$ cat src/rtl/pow_nonce_check_unit_defines.svh
// Assertion macros for the nonce check unit
`ifndef POW_NONCE_CHECK_UNIT_DEFINES_SVH
`define POW_NONCE_CHECK_UNIT_DEFINES_SVH
// implication checked on every clock edge outside reset
`define PNC_ASSERT_IMP(label, ante, cons, msg) \
  label: assert property (@(posedge clk) disable iff (rst) (ante) |-> (cons)) \
    else $error(msg);
// next-cycle implication checked outside reset
`define PNC_ASSERT_NEXT(label, ante, cons, msg) \
  label: assert property (@(posedge clk) disable iff (rst) (ante) |=> (cons)) \
    else $error(msg);
`endif

$ cat src/rtl/pnc_pkg.sv
// Package for the nonce check unit: SHA-256 constants, types and round functions
`default_nettype none
package pnc_pkg;
  localparam int unsigned Rounds = 64;
  localparam int unsigned CfgAddrW = 6;

  typedef enum logic [2:0] {
    REG_DIFFICULTY = 3'd0,
    REG_BLOCK_NUM  = 3'd1,
    REG_PREV_0     = 3'd2,
    REG_PREV_1     = 3'd3,
    REG_PREV_2     = 3'd4,
    REG_PREV_3     = 3'd5
  } reg_idx_t;

  typedef logic [31:0] word_t;

  typedef struct packed {
    word_t a, b, c, d, e, f, g, h;
  } state_t;

  // round stage control and payload travelling together
  typedef struct packed {
    logic          vld;
    logic [63:0]   nonce;
    state_t        st;
    word_t [15:0]  w;
  } stage_t;

  localparam word_t [0:63] RoundK = '{
    32'h428a2f98, 32'h71374491, 32'hb5c0fbcf, 32'he9b5dba5, 32'h3956c25b, 32'h59f111f1,
    32'h923f82a4, 32'hab1c5ed5, 32'hd807aa98, 32'h12835b01, 32'h243185be, 32'h550c7dc3,
    32'h72be5d74, 32'h80deb1fe, 32'h9bdc06a7, 32'hc19bf174, 32'he49b69c1, 32'hefbe4786,
    32'h0fc19dc6, 32'h240ca1cc, 32'h2de92c6f, 32'h4a7484aa, 32'h5cb0a9dc, 32'h76f988da,
    32'h983e5152, 32'ha831c66d, 32'hb00327c8, 32'hbf597fc7, 32'hc6e00bf3, 32'hd5a79147,
    32'h06ca6351, 32'h14292967, 32'h27b70a85, 32'h2e1b2138, 32'h4d2c6dfc, 32'h53380d13,
    32'h650a7354, 32'h766a0abb, 32'h81c2c92e, 32'h92722c85, 32'ha2bfe8a1, 32'ha81a664b,
    32'hc24b8b70, 32'hc76c51a3, 32'hd192e819, 32'hd6990624, 32'hf40e3585, 32'h106aa070,
    32'h19a4c116, 32'h1e376c08, 32'h2748774c, 32'h34b0bcb5, 32'h391c0cb3, 32'h4ed8aa4a,
    32'h5b9cca4f, 32'h682e6ff3, 32'h748f82ee, 32'h78a5636f, 32'h84c87814, 32'h8cc70208,
    32'h90befffa, 32'ha4506ceb, 32'hbef9a3f7, 32'hc67178f2
  };

  localparam state_t InitH = '{
    32'h6a09e667, 32'hbb67ae85, 32'h3c6ef372, 32'ha54ff53a,
    32'h510e527f, 32'h9b05688c, 32'h1f83d9ab, 32'h5be0cd19
  };

  function automatic word_t rotr(input word_t x, input int unsigned n);
    rotr = (x >> n) | (x << (32 - n));
  endfunction

  // one compression round on a state with its schedule word
  function automatic state_t sha_round(input state_t s, input word_t k, input word_t wi);
    word_t s1, ch, t1, s0, mj;
    state_t r;
    s1 = rotr(s.e, 6) ^ rotr(s.e, 11) ^ rotr(s.e, 25);
    ch = (s.e & s.f) ^ (~s.e & s.g);
    t1 = s.h + s1 + ch + k + wi;
    s0 = rotr(s.a, 2) ^ rotr(s.a, 13) ^ rotr(s.a, 22);
    mj = (s.a & s.b) ^ (s.a & s.c) ^ (s.b & s.c);
    r.a = t1 + s0 + mj;
    r.b = s.a; r.c = s.b; r.d = s.c;
    r.e = s.d + t1;
    r.f = s.e; r.g = s.f; r.h = s.g;
    sha_round = r;
  endfunction

  // next schedule word from a sliding window (w[0] oldest)
  function automatic word_t sched_next(input word_t [15:0] w);
    word_t s0, s1;
    s0 = rotr(w[1], 7) ^ rotr(w[1], 18) ^ (w[1] >> 3);
    s1 = rotr(w[14], 17) ^ rotr(w[14], 19) ^ (w[14] >> 10);
    sched_next = w[0] + s0 + w[9] + s1;
  endfunction
endpackage
`default_nettype wire

$ cat src/rtl/pnc_round_stage.sv
// One registered SHA-256 round with its message schedule step
`default_nettype none
module pnc_round_stage
  import pnc_pkg::*;
(
  input  wire logic   clk,
  input  wire logic   rst,
  input  wire logic   advance,
  input  wire word_t  k,
  input  stage_t      din,
  output stage_t      dout
);
  stage_t res;

  // compute round and slide the schedule window
  always_comb begin
    res.vld   = din.vld;
    res.nonce = din.nonce;
    res.st    = sha_round(din.st, k, din.w[0]);
    for (int i = 0; i < 15; i++) begin
      res.w[i] = din.w[i + 1];
    end
    res.w[15] = sched_next(din.w);
  end

  // hold on stall, advance otherwise
  always_ff @(posedge clk) begin
    if (rst) begin
      dout.vld <= 1'b0;
    end else if (advance) begin
      dout.vld <= res.vld;
    end
    if (advance) begin
      dout.nonce <= res.nonce;
      dout.st    <= res.st;
      dout.w     <= res.w;
    end
  end
endmodule
`default_nettype wire

$ cat config.mk
export PLATFORM = sky130hd
export DESIGN_NAME = pnc_round_stage
export DESIGN_NICKNAME = d
export VERILOG_FILES = /design/src/rtl/pow_nonce_check_unit_defines.svh /design/src/rtl/pnc_pkg.sv /design/src/rtl/pnc_round_stage.sv
export SDC_FILE = /design/constraint.sdc
export NUM_CORES = 1
export LEC_CHECK = 0
export BUFFER_PORTS_ARGS = -buffer_cell sky130_fd_sc_hd__buf_2
export CORE_AREA = 3 3 659 661
export CTS_CLUSTER_DIAMETER = 80
export DETAILED_ROUTE_END_ITERATION = 12
export DIE_AREA = 0 0 662 664
export PLACE_DENSITY_LB_ADDON = 0.08
export REMOVE_ABC_BUFFERS = 1
export SLEW_MARGIN = 20
export SYNTH_ARGS = -nofsm -noshare
export SYNTH_HDL_FRONTEND = slang
export SYNTH_SLANG_ARGS = --single-unit
$ cat constraint.sdc
create_clock -name clk -period 8 [get_ports clk]
set_input_delay 0.8 -clock clk [delete_from_list [all_inputs] [get_ports clk]]
set_output_delay 0.8 -clock clk [all_outputs]
set_load 0.01 [all_outputs]
; Word-level counts from Yosys, hierarchy flattened
; Index checks and enable logic that the tools add are counted.
[totals]
reg_bits = 833
input_bits = 868
output_inout_bits = 833
wordCells = 63
[classes]
add_sub_neg = 10
n_bitwise = 27
[ops]
columns = operator, n
row1 = $add 32x32->32, 10
row2 = $xor 32x32->32, 9
row3 = $and 32x32->32, 5
row4 = $not 32->32, 1
row5 = $or 10x32->32, 1
row6 = $or 13x32->32, 1
row7 = $or 14x32->32, 1
row8 = $or 15x32->32, 1
row9 = $or 19x32->32, 1
row10 = $or 21x32->32, 1
row11 = $or 25x32->32, 1
row12 = $or 26x32->32, 1
row13 = $or 30x32->32, 1
row14 = $or 7x32->32, 1
row15 = $xor 32x22->32, 1
row16 = $xor 32x29->32, 1

; Depth between registers and ports, before layout
[depth]
ltp_word = 9
depth_mapped = 32

; Worst setup path after synthesis
; OpenSTA, ideal clock, no wires.
[synth_timing]
path_type = input -> register
start = input k[1]
end = register dout[767] (netlist name) (data pin)
arrival_ns = 7.063
setup_slack_ns = 0.671
stages = 27
path_buffers = 0
path_cell_list = inv_1 > fa_1 > fa_1 > fa_1 > inv_1 > ha_1 > fa_1 > a211oi_1 > o21ai_0 > and2_1 > o21a_1 > o21a_1 > o21a_1 > o21ai_0 > a21boi_0 > o41ai_1 > xor2_1 > fa_1 > inv_1 > ha_1 > nand4_1 > or3_1 > o2111ai_1 > o2111ai_1 > o211ai_1 > a21oi_1 > xor2_1
[synth_lines]
columns = item, line
row1 = "start, declared", pnc_round_stage.sv:9  ; input wire word_t k,
row2 = "end, declared", pnc_round_stage.sv:11  ; output stage_t dout

==> impl_metrics.ini <==
[drt]
drc = 0
routed_wl_um = 310000
viasPerCell = 2.85
drtAntennaViolNets = 0
wl_per_cell_um = 29.0
drtPass1Iterations = 5
drtIter0Drc = 1475
vias = 30500

[clock_network]
cts_tree = yes
postCtsSetupBuffers = 0
htree_levels = 4
cts_buffers = 144
clockBufferDepth = 4
clk_latency_ps = 810
clock-root-buffer = clkbuf_16
clock-sinks = 833
path_clk_slew_ps = 60

[flow_run]
maxCapViolCount = 0

[synth]
synthCells = 2598
yosysTopAreaCell = edfxtp_1
yosysSeqAreaShare_pct = 64.0
synth_area_um2 = 39100
synthFlopType = edfxtp_1
syn_avg_cell_area_um2 = 15.0
ys_ff_latch = 833
ys_warn_count = 0
synth_cell_type_count = 62
ys_top_cells_by_area = edfxtp_1, fa_1, xnor2_1, inv_1, ha_1
synth_top_area_share_pct = 63.9
synth_edf_count = 832
synth-async-reset-ratio_pct = 0

[die]
fp.coreArea_um2 = 430000
fp-row-count = 241
die_y_um = 664
die_x_um = 662
dieArea_um2 = 440000
pin_count = 1701
initial_utilization_pct = 9.09

[sta]
worst_slack_ps = 490
max_freq_ghz = 0.133
skew_ps = 0
setup_viol = 0
tightest_slew_ps = 1040
drv_slew = 0
fin_crit_ps = 7510
hold_viol = 0
rsz0062_at_grt = false
max_slew_margin_pct = 30.2
post-route-period-util_pct = 93.9
fin_hold_ws_ps = 126

[cells_and_area]
nFillCells = 48500
design_area_um2 = 62600
largest_reg_flops = 833
drive_gt1_share_pct = 45.8
regMostFlops = dout
mostFrequentLayoutCells = buf_2, edfxtp_1, inv_1
layout_commonest_cell = buf_2
nNetsFinal = 5983
top_regs = dout x833
syn_to_final_growth_pct = 60.2
final_util_pct = 14.6

[critical_path]
reg2reg_setup_slack_ps = 7410
cp-start-kind = input port
crit_family = compound AO/OA/AOI/OAI gates
critPathMaxStageDelay_ps = 700
cp.required_ps = 8530
worst-path-max-fanout = 3
worst_path_max_delay_cell = fa_1
worst-path-buf-inv = 10
arrival_ps = 8040
critPathKind = input port to register
endpoint_kind = register

[run_status]
outcome = finished clean

[power_and_ir_drop]
p_comb_share_pct = 58.7
pwr-share-seq_pct = 20.8
p_sw_mw = 12.7
p_leak_nw = 26.3
clkPwrFrac_pct = 20.5
p_int_mw = 17.5
p_total_mw = 30.1
p_sw_share_pct = 42.0
power_density_nw_per_um2 = 481
max-vdd-ir-drop_mv = 0.360

[global_route]
grt_max_degree = 112
grt_pass1_vias = 32200
antenna_found_initial = 215
grt_pass1_wl_um = 378000
groute.usage.overall_pct = 13.5
overflow = 0

[place]
dp_slack_ps = -845
gp_congestion = 0.772
hpwl_um = 270000
placed_area_um2 = 57300
port_buffers = 1700

[worst_hold_path]
hold_class = input port to register
kinds of logic (layout without fill, tap and decap cells):
logic type	count (synthesis)	in the layout	share of synthesized area (%)
AOI/OAI and AO/OA	348	348	5.74
adders and majority gates	313	313	13.6
and+or+nand+nor	247	247	3.11
muxes	34	34	0.897
xor gates and xnor gates	369	369	8.27
other	0	50	0
DFF	833	833	64.0
buffers and inverters	454	2768	4.40
layout make-up:
type                            count  area, µm²  share of cell area (%)
Sequential cell                   833      25000                    39.9
Multi-Input combinational cell   1311      12400                    19.8
Timing Repair Buffer             2084      11800                    18.9
Tap cell                         5710       7140                    11.4
Clock buffer                      178       3820                    6.09
Inverter                          430       1610                    2.58
Clock inverter                     76        679                    1.08
Antenna cell                       50        125                   0.200
power groups by stage:
stage	sequential [mW]	clock (mW)	combinational, mW
after global placement	6.36	0	18.5
after detailed placement	6.35	0	18.2
after floorplan	6.61	0	8.46
after global routing	6.32	6.64	19.7
after CTS	6.28	6.53	18.4
final	6.26	6.18	17.7
path summary, 6_finish.rpt:
check | startpoint | to | cells after the start
max | din[12] | dout[639] | 34
min reg2reg | dout[832] | dout[832] | 2
max reg2reg | dout[832] | dout[832] | 2
min | din[256] | dout[224] | 1
cells in the mapped netlist, types with 9 or more instances:
cell type,instances
ha_1,124
o211ai_1,15
o21a_1,17
a21oi_1,97
nor2_1,67
clkbuf_1,22
inv_1,430
nor2b_1,17
nand4_1,9
xnor2_1,242
mux2i_1,26
o21ai_0,72
a31oi_1,9
edfxtp_1,832
nand2_1,62
o21bai_1,14
a21o_1,71
nand3_1,17
nand2b_1,15
xor2_1,127
fa_1,187
a211oi_1,10
nor3_1,19
per-stage QoR:
stage / TNS (ps) / instances
3_5_place_dp: -11290 / 10300
2_1_floorplan: 0 / 2574
5_1_grt: 0 / 10600
3_3_place_gp: -12740 / 10300
6_report: 0 / 10700
4_1_cts: 0 / 10600
per-layer routing:
metal	wire, µm	global-route usage, %
met1	103000	13.1
met3	21900	3.81
met2	175000	27.4
met4	8100	3.17
met5	707	0
timing repair:
| action | in CTS | in global routing |
|---|---|---|
| endpoints found under the hold margin | 66 | 0 |
| setup endpoints to repair | 0 | 11 |
| gates resized for setup | 0 | 9 |
| hold buffers | 66 | 0 |
Note: power is estimated with default switching activity, not from simulation.
