File: src/rtl/pow_nonce_check_unit_defines.svh
// Assertion macros for the nonce check unit
`ifndef POW_NONCE_CHECK_UNIT_DEFINES_SVH
`define POW_NONCE_CHECK_UNIT_DEFINES_SVH
// implication checked on every clock edge outside reset
`define PNC_ASSERT_IMP(label, ante, cons, msg) \
  label: assert property (@(posedge clk) disable iff (rst) (ante) |-> (cons)) \
    else $error(msg);
// next-cycle implication checked outside reset
`define PNC_ASSERT_NEXT(label, ante, cons, msg) \
  label: assert property (@(posedge clk) disable iff (rst) (ante) |=> (cons)) \
    else $error(msg);
`endif

File: src/rtl/pnc_pkg.sv
// Package for the nonce check unit: SHA-256 constants, types and round functions
`default_nettype none
package pnc_pkg;
  localparam int unsigned Rounds = 64;
  localparam int unsigned CfgAddrW = 6;

  typedef enum logic [2:0] {
    REG_DIFFICULTY = 3'd0,
    REG_BLOCK_NUM  = 3'd1,
    REG_PREV_0     = 3'd2,
    REG_PREV_1     = 3'd3,
    REG_PREV_2     = 3'd4,
    REG_PREV_3     = 3'd5
  } reg_idx_t;

  typedef logic [31:0] word_t;

  typedef struct packed {
    word_t a, b, c, d, e, f, g, h;
  } state_t;

  // round stage control and payload travelling together
  typedef struct packed {
    logic          vld;
    logic [63:0]   nonce;
    state_t        st;
    word_t [15:0]  w;
  } stage_t;

  localparam word_t [0:63] RoundK = '{
    32'h428a2f98, 32'h71374491, 32'hb5c0fbcf, 32'he9b5dba5, 32'h3956c25b, 32'h59f111f1,
    32'h923f82a4, 32'hab1c5ed5, 32'hd807aa98, 32'h12835b01, 32'h243185be, 32'h550c7dc3,
    32'h72be5d74, 32'h80deb1fe, 32'h9bdc06a7, 32'hc19bf174, 32'he49b69c1, 32'hefbe4786,
    32'h0fc19dc6, 32'h240ca1cc, 32'h2de92c6f, 32'h4a7484aa, 32'h5cb0a9dc, 32'h76f988da,
    32'h983e5152, 32'ha831c66d, 32'hb00327c8, 32'hbf597fc7, 32'hc6e00bf3, 32'hd5a79147,
    32'h06ca6351, 32'h14292967, 32'h27b70a85, 32'h2e1b2138, 32'h4d2c6dfc, 32'h53380d13,
    32'h650a7354, 32'h766a0abb, 32'h81c2c92e, 32'h92722c85, 32'ha2bfe8a1, 32'ha81a664b,
    32'hc24b8b70, 32'hc76c51a3, 32'hd192e819, 32'hd6990624, 32'hf40e3585, 32'h106aa070,
    32'h19a4c116, 32'h1e376c08, 32'h2748774c, 32'h34b0bcb5, 32'h391c0cb3, 32'h4ed8aa4a,
    32'h5b9cca4f, 32'h682e6ff3, 32'h748f82ee, 32'h78a5636f, 32'h84c87814, 32'h8cc70208,
    32'h90befffa, 32'ha4506ceb, 32'hbef9a3f7, 32'hc67178f2
  };

  localparam state_t InitH = '{
    32'h6a09e667, 32'hbb67ae85, 32'h3c6ef372, 32'ha54ff53a,
    32'h510e527f, 32'h9b05688c, 32'h1f83d9ab, 32'h5be0cd19
  };

  function automatic word_t rotr(input word_t x, input int unsigned n);
    rotr = (x >> n) | (x << (32 - n));
  endfunction

  // one compression round on a state with its schedule word
  function automatic state_t sha_round(input state_t s, input word_t k, input word_t wi);
    word_t s1, ch, t1, s0, mj;
    state_t r;
    s1 = rotr(s.e, 6) ^ rotr(s.e, 11) ^ rotr(s.e, 25);
    ch = (s.e & s.f) ^ (~s.e & s.g);
    t1 = s.h + s1 + ch + k + wi;
    s0 = rotr(s.a, 2) ^ rotr(s.a, 13) ^ rotr(s.a, 22);
    mj = (s.a & s.b) ^ (s.a & s.c) ^ (s.b & s.c);
    r.a = t1 + s0 + mj;
    r.b = s.a; r.c = s.b; r.d = s.c;
    r.e = s.d + t1;
    r.f = s.e; r.g = s.f; r.h = s.g;
    sha_round = r;
  endfunction

  // next schedule word from a sliding window (w[0] oldest)
  function automatic word_t sched_next(input word_t [15:0] w);
    word_t s0, s1;
    s0 = rotr(w[1], 7) ^ rotr(w[1], 18) ^ (w[1] >> 3);
    s1 = rotr(w[14], 17) ^ rotr(w[14], 19) ^ (w[14] >> 10);
    sched_next = w[0] + s0 + w[9] + s1;
  endfunction
endpackage
`default_nettype wire

File: src/rtl/pnc_regs.sv
// Configuration register file on the APB-style port
`default_nettype none
module pnc_regs
  import pnc_pkg::*;
(
  input  wire logic                clk,
  input  wire logic                rst,
  input  wire logic                psel,
  input  wire logic                penable,
  input  wire logic                pwrite,
  input  wire logic [CfgAddrW-1:0] paddr,
  input  wire logic [63:0]         pwdata,
  output logic [63:0]              prdata,
  output logic                     pready,
  output logic [7:0]               difficulty_bits,
  output logic [63:0]              block_number,
  output logic [3:0][63:0]         parent_hash
);
  logic     wr;
  reg_idx_t idx;
  logic     idx_ok;

  assign pready = 1'b1;
  assign wr     = psel & penable & pwrite;
  assign idx    = reg_idx_t'(paddr[CfgAddrW-1:3]);
  assign idx_ok = (paddr[2:0] == 3'd0);

  // write registers
  always_ff @(posedge clk) begin
    if (rst) begin
      difficulty_bits <= 8'd16;
      block_number    <= '0;
      parent_hash     <= '0;
    end else if (wr && idx_ok) begin
      case (idx)
        REG_DIFFICULTY: difficulty_bits <= pwdata[7:0];
        REG_BLOCK_NUM:  block_number    <= pwdata;
        REG_PREV_0:     parent_hash[0]  <= pwdata;
        REG_PREV_1:     parent_hash[1]  <= pwdata;
        REG_PREV_2:     parent_hash[2]  <= pwdata;
        REG_PREV_3:     parent_hash[3]  <= pwdata;
        default: ;
      endcase
    end
  end

  // read back
  always_comb begin
    prdata = '0;
    if (idx_ok) begin
      case (idx)
        REG_DIFFICULTY: prdata = {56'd0, difficulty_bits};
        REG_BLOCK_NUM:  prdata = block_number;
        REG_PREV_0:     prdata = parent_hash[0];
        REG_PREV_1:     prdata = parent_hash[1];
        REG_PREV_2:     prdata = parent_hash[2];
        REG_PREV_3:     prdata = parent_hash[3];
        default:        prdata = '0;
      endcase
    end
  end
endmodule
`default_nettype wire

File: config.mk
export PLATFORM = sky130hd
export DESIGN_NAME = pnc_regs
export DESIGN_NICKNAME = d
export VERILOG_FILES = /design/src/rtl/pow_nonce_check_unit_defines.svh /design/src/rtl/pnc_pkg.sv /design/src/rtl/pnc_regs.sv
export SDC_FILE = /design/constraint.sdc
export NUM_CORES = 1
export LEC_CHECK = 0
export ABC_AREA = 1
export BUFFER_PORTS_ARGS = -buffer_cell sky130_fd_sc_hd__buf_4
export CAP_MARGIN = 20
export CORE_ASPECT_RATIO = 0.8
export CORE_MARGIN = 5
export CORE_UTILIZATION = 48
export CTS_CLUSTER_SIZE = 8
export DETAILED_ROUTE_END_ITERATION = 8
export MAX_ROUTING_LAYER = met4
export PLACE_DENSITY = 0.77
export REMOVE_ABC_BUFFERS = 1
export SLEW_MARGIN = 10
export SYNTH_ARGS = -nofsm -noshare
export SYNTH_HDL_FRONTEND = slang
export SYNTH_SLANG_ARGS = --single-unit
export TNS_END_PERCENT = 100
File: constraint.sdc
create_clock -name clk -period 1.25 [get_ports clk]
set_input_delay 0.0625 -clock clk [delete_from_list [all_inputs] [get_ports clk]]
set_output_delay 0.0625 -clock clk [all_outputs]
set_load 0.005 [all_outputs]
== After elaboration in Yosys (flattened, before gate mapping) ==
Cells that the tools add are included.

* Add/subtract/negate cells: 0
* $mul: 0
* Div/mod/pow operators: 0
* Order comparisons: 0
* Equality and inequality tests: 5
* Shift operators: 0
* Mux-type cells: 2
* Bitwise logic cells: 2
* Reduce and logical (&&, ||, !) cells: 9

{| class="wikitable"
|+ Operators by type and width
! cell !! number
|-
| one-hot mux 64 bit (6 select lines) || 1
|-
| 2-to-1 mux 64 bit || 1
|-
| AND reduction 2 bit || 6
|-
| == test 3 x 2 -> 1 bit (second input constant) || 2
|-
| == test 3 bit (second input constant) || 2
|-
| logical NOT 3 bit || 2
|-
| == test 3 x 1 -> 1 bit (second input constant) || 1
|-
| AND 1 bit || 2
|-
| logical AND 1 bit || 1
|}

* Bits in registers: 328
* Bits in latches: 0
* Memory bits (writable): 0
* ROM bits: 0
* Output and inout port bits: 393
* Memories kept: 0

== Longest topological paths before layout ==
* Word-level depth: 4
* Depth in mapped cells: 10
* Depth with buffers taken out: 7

== Worst setup path after synthesis ==
OpenSTA, ideal clock, no wires.

* Kind: input port to flip-flop
* Start point: input paddr[5]
* End point: register parent_hash[204] (netlist name)
* Setup time: 0.115 ns
* Arrival: 1.137 ns
* Required time: 1.135 ns
* Slack: -0.002 ns
* Cell stages on the path: 9
* Cells stage by stage: buf_2 > inv_2 > buf_4 > nor3_1 > buf_2 > buf_4 > nand3_1 > nand2_1 > nor2_1

* Longest elaborated chain between the ends: 2

{| class="wikitable"
|+ RTL lines
! element !! line !! RTL
|-
| from (decl) || pnc_regs.sv:11 || <nowiki>input wire logic [CfgAddrW-1:0] paddr,</nowiki>
|-
| == test 3 bit || pnc_regs.sv:35 || <nowiki>case (idx)</nowiki>
|-
| AND reduction 2 bit (no source line) || -- ||
|-
| to (decl) || pnc_regs.sv:17 || <nowiki>output logic [3:0][63:0] parent_hash</nowiki>
|}

Every way passes these cells.
A chain may end at the register's enable or synchronous reset.

== Worst setup path in the final report ==
* Start point: register block_number[4]
* End point: output prdata[4]

* Longest elaborated chain between the ends: 2

{| class="wikitable"
|+ RTL lines
! element !! line !! RTL
|-
| from (decl) || pnc_regs.sv:16 || <nowiki>output logic [63:0] block_number,</nowiki>
|-
| from (signal assigned) || pnc_regs.sv:37 || <nowiki>REG_BLOCK_NUM: block_number <= pwdata;</nowiki>
|-
| one-hot mux 64 bit (6 select lines) || pnc_regs.sv:51 || <nowiki>case (idx)</nowiki>
|-
| 2-to-1 mux 64 bit || pnc_regs.sv:50 || <nowiki>if (idx_ok) begin</nowiki>
|-
| to (decl) || pnc_regs.sv:13 || <nowiki>output logic [63:0] prdata,</nowiki>
|}

Every way passes these cells.

==> Flow_metrics.wiki <==
{| class="wikitable"
! Metric !! Value
|-
| Most area-consuming cells after synthesis || dfxtp_1 39%, nand3_1 12%, nand2_1 12%
|-
| DR pass1 iterations || 7
|-
| Wire length of the first global-routing pass || 108.2 mm
|-
| Final setup violation count || 67
|-
| Max Buffers Root-to-Sink || 3
|-
| Core area || 34570 sq um
|-
| Final worst-path cycle share || 121.0%
|-
| Type of the most critical hold path || primary input to flop
|-
| Number of warnings issued by yosys || 0
|-
| First DRT Iteration DRCs || a little under 3k
|-
| CP cell instances || nand4_1, nand2_1, inv_1, a21oi_2, buf_4
|-
| Fraction of power consumed by sequential logic || 43.5%
|-
| Final antenna-violating net count || 0
|-
| CTS tree || yes
|-
| Clk sinks || 328
|-
| Clk Latency, worst-skew pair || 0.53 ns
|-
| Final number of hold-violating endpoints || 0
|-
| LEAKAGE || between 10 and 15 nW
|-
| Placement Rows || between 60 and 70
|-
| Post-synth top area share || 39.31%
|-
| Internal power || around 18 mW
|-
| Library cell used as clock root buffer || clkbuf_16
|-
| Top library cells by usage in the layout, fill and taps aside || 734 x buf_4, 508 x nand2_1, 431 x nor2_1, 400 x nand3_1, 330 x a21oi_1
|-
| Vertical extent of the die || approximately 180 um
|-
| Worst slack, placed || -0.2007 ns
|-
| Critical Path End Type || output port
|-
| Global placement routability congestion || 0.9406
|-
| Max VDD drop || approximately 800 uV
|-
| Starting Density || 48.32%
|-
| Crit Path Category || flop to output port
|-
| Switching power of the nets || 6.088 mW
|-
| CP max-delay cell || dfxtp_2
|-
| Number of global-route vias before repair || slightly below 20k
|-
| DRC viols || 0
|-
| Global-route usage over all layers || a little over a third
|-
| Clock Power Share || 45.7%
|-
| Setup crit start kind || flop
|-
| Die W || 218.6 um
|-
| Setup clock skew after layout || 0 ns
|-
| Number of library cell types mapped by synthesis || 18
|-
| Post-synthesis cell area || 16700 sq um
|-
| Via count normalized by instance count || 5.921
|-
| Critical Path RT || 1.19 ns
|-
| Max FO, Critical Path || 2
|-
| Number of nets in the layout || between 3k and 4k
|-
| Synth Area per Inst || 6.462 sq um
|-
| Final Worst Setup Slack || -0.2627 ns
|-
| Switching Share || 25.25%
|-
| Clock slew seen by the registers of the worst setup and hold paths || 0.05 ns
|-
| Port Buf Inserts || roughly 470
|-
| Number of cells produced by synthesis || 2585
|-
| Library cell with the largest summed area after synthesis || dfxtp_1
|-
| Power density over cell area || 944.7 nW/um^2
|-
| Failing checks || negative setup slack
|-
| Setup repair after global routing missed its margin || yes
|-
| Max-slew violation count || 0
|-
| Routed vias || 22.04k
|-
| Max-cap violations || 0
|-
| Estimated wirelength of the detail-placed design || 44.56 mm
|-
| Number of buffers inserted during clock tree synthesis || 46
|-
| Core occupancy in the finished layout || about three quarters
|-
| Run status || finished, violations left
|-
| Routed wire length || 73.14 mm
|-
| Comb power frac || approximately 11%
|-
| Fraction of layout cells with a size suffix above 1 || between 30% and 40%
|-
| Critical path data arrival time || 1.45 ns
|-
| Max incr delay on CP || ~0.32 ns
|-
| Critical path buffer and inverter count || 2
|-
| Area growth from synthesis to final layout || 52.76%
|-
| Flip-flop and latch count after synthesis || 328
|-
| CTS H-tree lvls || 2
|-
| Most common cell after layout, fill and taps aside || buf_4
|-
| Sequential fraction of the synthesis area || 39.31%
|-
| Category of cells accounting for the largest share of critical-path delay || flip-flops
|-
| Antenna violations before repair || 1
|-
| Detailed-route wire length per cell || 19.65 um
|-
| Number of placed I/O pins || 468
|-
| Largest net degree at the start of global routing || between 50 and 60
|-
| Die Outline Area || 38660 sq um
|-
| Aggregate global routing overflow || 0
|-
| Highest achievable clock rate || 661.1 MHz
|-
| Final Critical Period || 1.513 ns
|}
[tightest hold or removal path, stage by stage]
cell and delay, ns:
buf_8 0.14, nor3_4 0.07, buf_6 0.13, a21oi_1 0.13, nor2_1 0.05
[per-layer routing]
metal	track usage, %	vias up	routed length [um]
met2	56.16	1571	33630
met1	43.78	10158	26890
met4	14.10	0	3778
met5	-	-	0
li1	-	9959	-
met3	7.730	356	8837
[what timing repair did]
action | in CTS | in global routing
gates cloned | 1 | 8
hold buffers | 65 | 0
setup buffers | 144 | 38
setup endpoints to repair | 64 | 67
endpoints found under the hold margin | 326 | 0
resized for setup | 255 | 67
pin swaps | 91 | 81
[power groups by stage]
| stage | Combinational (mW) | Clock (mW) | Sequential [mW] |
|---|---|---|---|
| 5_1_grt | 2.75 | 11.5 | 10.5 |
| 3_5_place_dp | 2.15 | 0 | 10.7 |
| 3_3_place_gp | 2.11 | 0 | 10.7 |
| 2_1_floorplan | 1.18 | 0 | 10.7 |
| 4_1_cts | 2.37 | 11.0 | 10.5 |
| 6_report | 2.60 | 11.0 | 10.5 |
[cells by family (layout without fill, tap and decap cells)]
| kind of cell | count (synthesis) | count (layout) | synth area share (%) |
|---|---|---|---|
| simple gates | 1574 | 1574 | 41.53 |
| flops | 328 | 328 | 39.31 |
| other cells | 1 | 2 | 0.02245 |
| buf+inv | 347 | 1012 | 9.108 |
| compound gates | 335 | 335 | 10.04 |
[registers in the layout, summed over array words and instances (netlist names)]
register,flops
parent_hash,256
block_number,64
difficulty_bits,8
[cell usage after synthesis, drive strengths merged]
cell and count:
nand4 197, conb 1, nor3 3, a21oi 335
nor2 447, clkbuf 91, nand2 517, dfxtp 328
nand3 410, clkinv 2, buf 176, inv 78
[stage by stage]
step / hold slack, ns / cells / TNS, ns / power (mW) / cell area (sq um)
finish: 0.1106 / 3723 / -9.564 / 24.11 / 25520
global placement: 0.3280 / 3419 / -31.94 / 12.84 / 21490
CTS: 0.1451 / 3676 / -9.757 / 23.89 / 24800
detailed placement: 0.3329 / 3419 / -40.80 / 12.88 / 21490
floorplan: 0.1316 / 2318 / -4413.37 / 11.90 / 15480
global route: 0.1354 / 3723 / -14.38 / 24.70 / 25520
[final timing paths]
path | cells past startpoint | slack (ns) | startpoint | endpoint
max | 5 | -0.26 | block_number[4] | prdata[4]
min | 5 | 0.11 | paddr[4] | parent_hash[135]
max reg2reg | 4 | 0.40 | parent_hash[199] | parent_hash[199]
min reg2reg | 2 | 0.48 | difficulty_bits[6] | difficulty_bits[6]
[cell type report]
type | instances | area (sq um)
antenna | 1 | 2.502
clock buffer | 47 | 1176
clock inverter | 1 | 8.758
fill | 2529 | 9056
inverter | 80 | 330.3
multi-input combinational | 1910 | 8776
sequential | 328 | 6899
tap | 472 | 590.6
timing repair buffer | 884 | 7735
Power figures use the tool's default switching activity.
